File: src/design/ssi_pkg.sv
// ----------------------------------------------------------------------------
// ssi_pkg: shared types for the sorted set
// Request codes, channel payloads and the token that walks the cell chain.
// ----------------------------------------------------------------------------
package ssi_pkg;

    typedef enum logic [1:0] {
        REQ_INSERT = 2'd0,
        REQ_QUERY  = 2'd1,
        REQ_CLEAR  = 2'd2
    } t_req;

    localparam int unsigned VALUE_W = 32;
    localparam int unsigned COUNT_W = 5;

    typedef struct packed {
        logic [1:0]                 req_type;
        logic signed [VALUE_W-1:0]  value;
    } t_in_item;

    typedef struct packed {
        logic                found;
        logic                stored;
        logic                dropped_full;
        logic [COUNT_W-1:0]  entry_count;
    } t_out_item;

    // One request in flight along the chain.
    typedef struct packed {
        logic                       active;
        logic [1:0]                 kind;
        logic                       live;   // insert still carrying a value
        logic                       full;   // set was full at acceptance
        logic                       found;
        logic                       stored;
        logic signed [VALUE_W-1:0]  value;  // carried value
    } t_token;

endpackage

File: src/design/ssi_cell.sv
// ----------------------------------------------------------------------------
// ssi_cell: one compare-and-shift cell of the sorted set
// Holds one entry, matches the passing token against it and, on insert,
// swaps in the smaller value, handing the larger one to the next cell.
// ----------------------------------------------------------------------------
module ssi_cell #(
    parameter int unsigned CNT_W = 5
) (
    input  logic                  i_clk,
    input  logic                  i_rst_n,
    input  ssi_pkg::t_token       i_tok,
    input  logic [CNT_W-1:0]      i_rem,
    output ssi_pkg::t_token       o_tok,
    output logic [CNT_W-1:0]      o_rem
);
    import ssi_pkg::*;

    logic signed [VALUE_W-1:0]  r_entry;
    logic signed [VALUE_W-1:0]  n_entry;
    t_token                     r_tok;
    t_token                     n_tok;
    logic [CNT_W-1:0]           r_rem;
    logic [CNT_W-1:0]           n_rem;
    logic                       w_occupied;
    logic                       w_write;

    // Entries ahead of the token still to be visited.
    assign w_occupied = (i_rem != '0);
    assign n_rem      = w_occupied ? i_rem - 1'b1 : '0;

    always_comb begin
        n_tok   = i_tok;
        n_entry = r_entry;
        w_write = 1'b0;
        if (i_tok.active && w_occupied) begin
            if (r_entry == i_tok.value) begin
                n_tok.found = 1'b1;
                n_tok.live  = 1'b0;
            end else if (i_tok.live && (r_entry > i_tok.value)) begin
                // swap: keep the smaller value, pass the larger one on
                w_write     = 1'b1;
                n_entry     = i_tok.value;
                n_tok.value = r_entry;
            end
        end else if (i_tok.active && i_tok.live) begin
            // first free cell: drop the carried value here
            w_write      = 1'b1;
            n_entry      = i_tok.value;
            n_tok.live   = 1'b0;
            n_tok.stored = 1'b1;
        end
    end

    always_ff @(posedge i_clk) begin
        if (w_write) begin
            r_entry <= n_entry;
        end
        r_rem <= n_rem;
        if (!i_rst_n) begin
            r_tok <= '0;
        end else begin
            r_tok <= n_tok;
        end
    end

    assign o_tok = r_tok;
    assign o_rem = r_rem;

endmodule

File: src/design/sorted_set_insert_query.sv
// ----------------------------------------------------------------------------
// sorted_set_insert_query: sorted set of distinct signed values
// A token visits each cell of the chain in turn. The block takes one
// request at a time: the next request enters the cycle after the
// result is taken.
// Reset clears the entry count and all control; entries need no clearing.
// ----------------------------------------------------------------------------
module sorted_set_insert_query #(
    parameter int unsigned CAPACITY = 16
) (
    input  logic                i_clk,
    input  logic                i_rst_n,
    input  logic                i_in_valid,
    output logic                o_in_stall,
    input  ssi_pkg::t_in_item   i_in_item,
    output logic                o_out_valid,
    input  logic                i_out_stall,
    output ssi_pkg::t_out_item  o_out_item
);
    import ssi_pkg::*;

    localparam int unsigned CNT_W = $clog2(CAPACITY + 1);

    t_token             w_tok [CAPACITY+1];
    logic [CNT_W-1:0]   w_rem [CAPACITY+1];
    t_token             w_head;
    logic               w_in_xfer;
    logic               w_out_xfer;
    t_token             w_end;
    logic               r_busy;
    logic               n_busy;
    logic [CNT_W-1:0]   r_count;
    logic [CNT_W-1:0]   n_count;
    logic               r_out_valid;
    logic               n_out_valid;
    t_out_item          r_out_item;
    t_out_item          n_out_item;

    assign w_in_xfer  = i_in_valid && !o_in_stall;
    assign w_out_xfer = r_out_valid && !i_out_stall;

    always_comb begin
        w_head        = '0;
        w_head.active = w_in_xfer;
        w_head.kind   = i_in_item.req_type;
        w_head.full   = (r_count == CNT_W'(CAPACITY));
        w_head.live   = (i_in_item.req_type == REQ_INSERT) &&
                        (r_count != CNT_W'(CAPACITY));
        w_head.value  = i_in_item.value;
    end

    assign w_tok[0] = w_head;
    assign w_rem[0] = r_count;

    for (genvar g = 0; g < CAPACITY; g++) begin : g_cell
        ssi_cell #(
            .CNT_W (CNT_W)
        ) u_cell (
            .i_clk   (i_clk),
            .i_rst_n (i_rst_n),
            .i_tok   (w_tok[g]),
            .i_rem   (w_rem[g]),
            .o_tok   (w_tok[g+1]),
            .o_rem   (w_rem[g+1])
        );
    end

    assign w_end = w_tok[CAPACITY];

    always_comb begin
        n_count = r_count;
        if (w_end.active) begin
            if (w_end.stored) begin
                n_count = r_count + 1'b1;
            end else if (w_end.kind == REQ_CLEAR) begin
                n_count = '0;
            end
        end
    end

    always_comb begin
        n_out_item              = r_out_item;
        n_out_valid             = r_out_valid && !w_out_xfer;
        if (w_end.active) begin
            n_out_valid              = 1'b1;
            n_out_item.found         = w_end.found;
            n_out_item.stored        = w_end.stored;
            n_out_item.dropped_full  = (w_end.kind == REQ_INSERT) && w_end.full &&
                                       !w_end.found;
            n_out_item.entry_count   = COUNT_W'(n_count);
        end
    end

    // Hold off new transfers until the result has left.
    always_comb begin
        n_busy = r_busy;
        if (w_in_xfer) begin
            n_busy = 1'b1;
        end else if (w_out_xfer) begin
            n_busy = 1'b0;
        end
    end

    always_ff @(posedge i_clk) begin
        if (!i_rst_n) begin
            r_busy      <= 1'b0;
            r_count     <= '0;
            r_out_valid <= 1'b0;
        end else begin
            r_busy      <= n_busy;
            r_count     <= n_count;
            r_out_valid <= n_out_valid;
        end
        r_out_item <= n_out_item;
    end

    assign o_in_stall  = r_busy;
    assign o_out_valid = r_out_valid;
    assign o_out_item  = r_out_item;

`ifndef ASSERT_OFF
    a_token_when_busy: assert property (@(posedge i_clk) disable iff (!i_rst_n)
        w_end.active |-> r_busy)
        else $error("token left the chain with no request in flight");

    a_count_bound: assert property (@(posedge i_clk) disable iff (!i_rst_n)
        r_count <= CNT_W'(CAPACITY))
        else $error("entry count above capacity");

    a_result_flags: assert property (@(posedge i_clk) disable iff (!i_rst_n)
        r_out_valid |-> !(r_out_item.stored && (r_out_item.dropped_full ||
                          r_out_item.found)))
        else $error("inconsistent result flags");

    a_result_busy: assert property (@(posedge i_clk) disable iff (!i_rst_n)
        r_out_valid |-> r_busy)
        else $error("result valid while idle");
`endif

endmodule

File: config.mk
export PLATFORM = sky130hd
export DESIGN_NAME = sorted_set_insert_query
export DESIGN_NICKNAME = d
export VERILOG_FILES = /design/src/design/ssi_pkg.sv /design/src/design/ssi_cell.sv /design/src/design/sorted_set_insert_query.sv
export SDC_FILE = /design/constraint.sdc
export NUM_CORES = 2
export LEC_CHECK = 0
export ABC_AREA = 1
export ABC_CLOCK_PERIOD_IN_PS = 6150
export BUFFER_PORTS_ARGS = -buffer_cell sky130_fd_sc_hd__buf_2
export CORE_MARGIN = 2
export CORE_UTILIZATION = 60
export DETAILED_ROUTE_END_ITERATION = 8
export GPL_TIMING_DRIVEN = 0
export PLACE_DENSITY = 0.84
export SLEW_MARGIN = 20
export SYNTH_ARGS = -nofsm -noshare
export SYNTH_HDL_FRONTEND = slang
export SYNTH_SLANG_ARGS = --single-unit
File: constraint.sdc
create_clock -name i_clk -period 6.15 [get_ports i_clk]
set_input_delay 0.9225 -clock i_clk [delete_from_list [all_inputs] [get_ports i_clk]]
set_output_delay 0.9225 -clock i_clk [all_outputs]
set_load 0.005 [all_outputs]
Word level (Yosys, flattened, before mapping) --
Index checks and enable logic that the tools add are counted.
Word-level totals: word-level logic and storage cells 628, bits of input ports 38, bits in registers 1193, output and inout port bits 10
Cells by class: eq/ne operators 51, reduce and logical (&&, ||, !) cells 111, bitwise operators 1, order comparisons 16, mux-type cells 285, add/sub/neg operators 16
Operators with widths (count):
- two-way mux 32 bit | 109
- equality test 32 bit | 16
- greater-than comparator 32 bit | 16
- two-way mux 1 bit | 173
- nonzero test 5 bit | 16
- subtractor 5 x 1 -> 5 bit, second input constant | 15
- inequality test 2 bit, second input constant | 32
- AND reduction 4 bit | 16
- logical AND 1 bit | 54
- nonzero test 2 bit | 17
- two-way mux 5 bit | 3
- adder 5 x 1 -> 5 bit, second input constant | 1
- equality test 5 bit, second input constant | 1
- inequality test 5 bit, second input constant | 1
- logical NOT 1 bit | 4
- logical NOT 2 bit | 2
- equality test 2 bit, second input constant | 1
- AND reduction 2 bit | 1
- OR reduction 2 bit | 1
- inverter 1 bit | 1

Logic depth before layout (Yosys ltp) --
depth after elaboration 7, gate-level depth with buffers 19, mapped depth without buffers 18

Modules after synthesis --
Synthesis repeated with hierarchy kept, for this count alone.
Unflattened totals: cells, all modules 7124, area total of the unflattened synthesis 59527.1 µm²
By module, submodules not included:
- ssi_cell at g_cell[0].u_cell ... | seq. area each 1841.8 µm², times used 14, area each 3674.8 µm², cells an instance 440
- ssi_cell at g_cell[9].u_cell | seq. area each 1841.8 µm², times used 1, area each 3681.0 µm², cells an instance 439
- ssi_cell at g_cell[14].u_cell | seq. area each 1841.8 µm², times used 1, area each 3678.5 µm², cells an instance 439
- sorted_set_insert_query | seq. area each 380.4 µm², times used 1, area each 720.7 µm², cells an instance 86

Worst setup path before layout --
No wires, ideal clock.
kind flip-flop to flip-flop, from reg g_cell[4].u_cell.r_entry[31], to reg g_cell[4].u_cell.r_entry[0] (enable), period minus slack after synthesis 4.287 ns, arrival 3.821 ns, required time 5.684 ns, library setup time 0.466 ns, path buffers 0, slack 1.863 ns, stages on the path, launching flop included 10, cell sequence edfxtp_1 > ha_1 > nand2_1 > nor2_1 > nand4_1 > nor2_1 > nor3b_2 > nor2_1 > nand2_2 > o21ai_0
On the way: longest elaborated chain between the ends 6, elaborated cells on any way between the ends 9, classes of those cells order compare (1); eq/ne (3); mux (3); reduce/logical (2)
Ends and longest elaborated chain:
- start, declared | RTL line ssi_cell.sv:18 | logic signed [VALUE_W-1:0] r_entry;
- start signal, assigned | RTL line ssi_cell.sv:56 | r_entry <= n_entry;
- greater-than comparator 32 bit | RTL line ssi_cell.sv:39 | end else if (i_tok.live && (r_entry > i_tok.value)) begin
- logical AND 1 bit | RTL line ssi_cell.sv:39
- two-way mux 1 bit | RTL line ssi_cell.sv:39
- two-way mux 1 bit | RTL line ssi_cell.sv:36 | if (r_entry == i_tok.value) begin
- two-way mux 1 bit | RTL line ssi_cell.sv:35 | if (i_tok.active && w_occupied) begin
- AND reduction 4 bit (no source line) (*)
Every way passes the cells marked *; elsewhere a longest branch is shown, timed or not. A chain may end at the register's enable or synchronous reset.

Worst setup path after layout --
from reg g_cell[2].u_cell.r_tok (netlist bit g_cell[2].u_cell.o_tok[31]), to reg g_cell[3].u_cell.r_entry[8] (enable)
On the way: longest elaborated chain between the ends 6, elaborated cells on any way between the ends 9, classes of those cells order compare (1); eq/ne (3); mux (3); reduce/logical (2)
Ends and longest elaborated chain:
- start, declared | RTL line ssi_cell.sv:20 | t_token r_tok;
- start signal, assigned | RTL line ssi_cell.sv:62 | r_tok <= n_tok;
- greater-than comparator 32 bit | RTL line ssi_cell.sv:39
- logical AND 1 bit | RTL line ssi_cell.sv:39
- two-way mux 1 bit | RTL line ssi_cell.sv:39
- two-way mux 1 bit | RTL line ssi_cell.sv:36
- two-way mux 1 bit | RTL line ssi_cell.sv:35
- AND reduction 4 bit (no source line) (*)
- end signal, assigned | RTL line ssi_cell.sv:56
- end, declared | RTL line ssi_cell.sv:18
Marked as above.

==> qor.csv <==
metric,value,unit
async_flop_share,0,%
syn_area_per_cell,8.12,sq um
multi_input_area,0.0221,sq mm
utilization,66.4,%
wirelength,137000,um
clock_latency,0.72,ns
gp_congestion,0.920,
crit_arrival,3.94,ns
status,completed,
rsz0062_at_grt,false,
worstPathMaxFanout,32,
cts_resized,0,
ys_warn_count,0,
grt_pass1_vias,44742,
p_leak,0.0313,uW
maxCapViolations,0,
clkSinkCount,1193,
ys_ff_latch,1193,
ios,48,
drt_iter0_drc,3547,
irDropWorstVdd,0.263,mV
grt_overflow,0,
ys_seq_area_share,49.3,%
hold_depth,1,
setup_tns,0,ns
fin_nets,8007,
r2r_cells,11,
synth_fp_nets,7840,
core_area,0.0980,sq mm
synthCells,7273,
htreeDepth,3,
report.final.setup_viol,0,
drive_gt1_share,5.28,%
die_w,318,um
slew_headroom,23.8,%
final_cell_mix,"1818 x inv_1, 1604 x nand2_1, 793 x nor2_1",
p_per_area,250,mW/mm^2
clk_pin_slew,0.06,ns
rows,115,
required,6.41,ns
cts_root_buffer,clkbuf_16,
startpoint_type,flop,
antenna_found_initial,9,
cts_tree,yes,
yosysTopAreaCell,edfxtp_1,
hold_viol,0,
portBuffers,46,
ys_types,37,
period_share,59.8,%
routedWlPerCell,15.5,um
finClkSkew,0.0294,ns
worstSetupPathType,flop to flop,
final_common_cell,inv_1,
vias,45901,
start_util,60.2,%
worst_pin_slew,1.14,ns
fill_cells,7262,
seq_area,0.0291,sq mm
cts_made_buffers,117,
dieArea,0.101,sq mm
drc,0,
slew_violations,0,
syn_to_final_growth,10.3,%
first_pass_iters,6,
clock_path_buffers,3,
grt_use_total,26.7,%
ant_nets,0,
synth_top_area_share,26.5,%
cts_setup_buffers,0,
synthTopCellsByArea,"edfxtp_1 26%, dfxtp_1 23%, inv_1 12%, ha_1 11%, nand2_1 10%",
synth_top_flop_cell,dfxtp_1,
grt_pass1_wl,220000,um
grt_start_max_net_pins,33,
holdBufCountCts,0,
die_y,318,um
endpoint_kind,flop,
fmax,0.272,GHz
min_path_type,primary input to flop,
syn_area,0.0590,sq mm
synth_edf_count,520,
place_hpwl,102000,um
period_needed,3.68,ns
viasPerCell,5.20,
==> area by class of cell <==
cell class / instances / share of cell area [%]
Sequential cell: 1193 / 44.7
Multi-Input combinational cell: 4015 / 34.0
Tap cell: 1287 / 2.47
Antenna cell: 2 / 0.00769
Buffer: 246 / 1.62
Timing Repair Buffer: 48 / 0.438
Clock buffer: 157 / 5.19
Clock inverter: 62 / 1.10
Inverter: 1819 / 10.5
==> registers in the layout, indices dropped and copies added (netlist names) <==
signal / count
o_in_stall: 1
o_out_item: 8
r_count: 5
o_out_valid: 1
g_cell.u_cell.o_tok: 591
g_cell.u_cell.r_entry: 512
g_cell.u_cell.o_rem: 75
==> synthesized netlist by cell type (2+ instances only) <==
master / instances
inv_1: 1818
nand2_1: 1618
nor2_1: 793
dfxtp_1: 673
ha_1: 529
nand4_1: 525
edfxtp_1: 520
a21oi_1: 283
clkbuf_1: 149
buf_2: 81
nand3_1: 74
o21ai_0: 64
o21a_1: 26
a21o_1: 24
nor3_1: 19
or2_2: 15
nand3_2: 11
buf_1: 10
nor3b_2: 9
buf_4: 6
xnor2_1: 5
nor3_2: 3
a211oi_2: 2
nand2_2: 2
nor2_4: 2
==> power by group <==
part,internal [uW],switching (uW)
clock network,4410,3090
logic,152,344
registers,8270,37.8
total,12800,3470
==> final timing paths <==
path	from	to	slack (ns)
min	i_in_item[16]	g_cell[0].u_cell.r_entry[16]$_DFFE_PP_	0.40
min reg2reg	g_cell[7].u_cell.o_tok[34]$_SDFF_PN0_	g_cell[8].u_cell.o_tok[34]$_SDFF_PN0_	0.41
max reg2reg	g_cell[2].u_cell.o_tok[31]$_SDFF_PN0_	g_cell[3].u_cell.r_entry[8]$_DFFE_PP_	2.47
max	g_cell[2].u_cell.o_tok[31]$_SDFF_PN0_	g_cell[3].u_cell.r_entry[8]$_DFFE_PP_	2.47
==> per-layer routing <==
layer  track usage [%]  wire length [um]
met1              32.7             55300
met2              46.1             65100
met3              4.20              9680
met4              12.8              6440
met5                 0                41
==> cell families after synthesis <==
| group | synth area share, % |
|---|---|
| XOR/XNOR | 0.0890 |
| adder cells (fa/ha/maj) | 11.2 |
| flip-flops | 49.3 |
| AND/OR/NAND/NOR | 22.4 |
| AO/OA/AOI/OAI | 3.70 |
| buffers and inverters | 13.3 |
==> worst max-delay path: stages, from the launching register on <==
cell and delay [ns]:
dfxtp_1 0.34, inv_1 0.06, ha_1 0.35, nand2_1 0.10, nor2_1 0.20, nand4_1 0.25
nor2_1 0.25, nor3b_2 0.42, nor2_1 0.27, nand3_2 0.20, buf_2 0.26, nand2_2 0.50
==> per-stage QoR <==
stage / std cells / setup slack (ns) / hold slack [ns] / area [sq um] / power (uW)
after global routing: 8827 / 2.26 / 0.387 / 65100 / 16700
after global placement: 8606 / 0.315 / 0.392 / 60900 / 8940
after CTS: 8827 / 2.51 / 0.370 / 65100 / 16400
after detailed placement: 8608 / 1.81 / 0.397 / 61000 / 8960
final: 8829 / 2.47 / 0.402 / 65100 / 16300
after floorplan: 7273 / 1.86 / 0.390 / 59000 / 8790
Note: power is estimated with default switching activity, not from simulation.
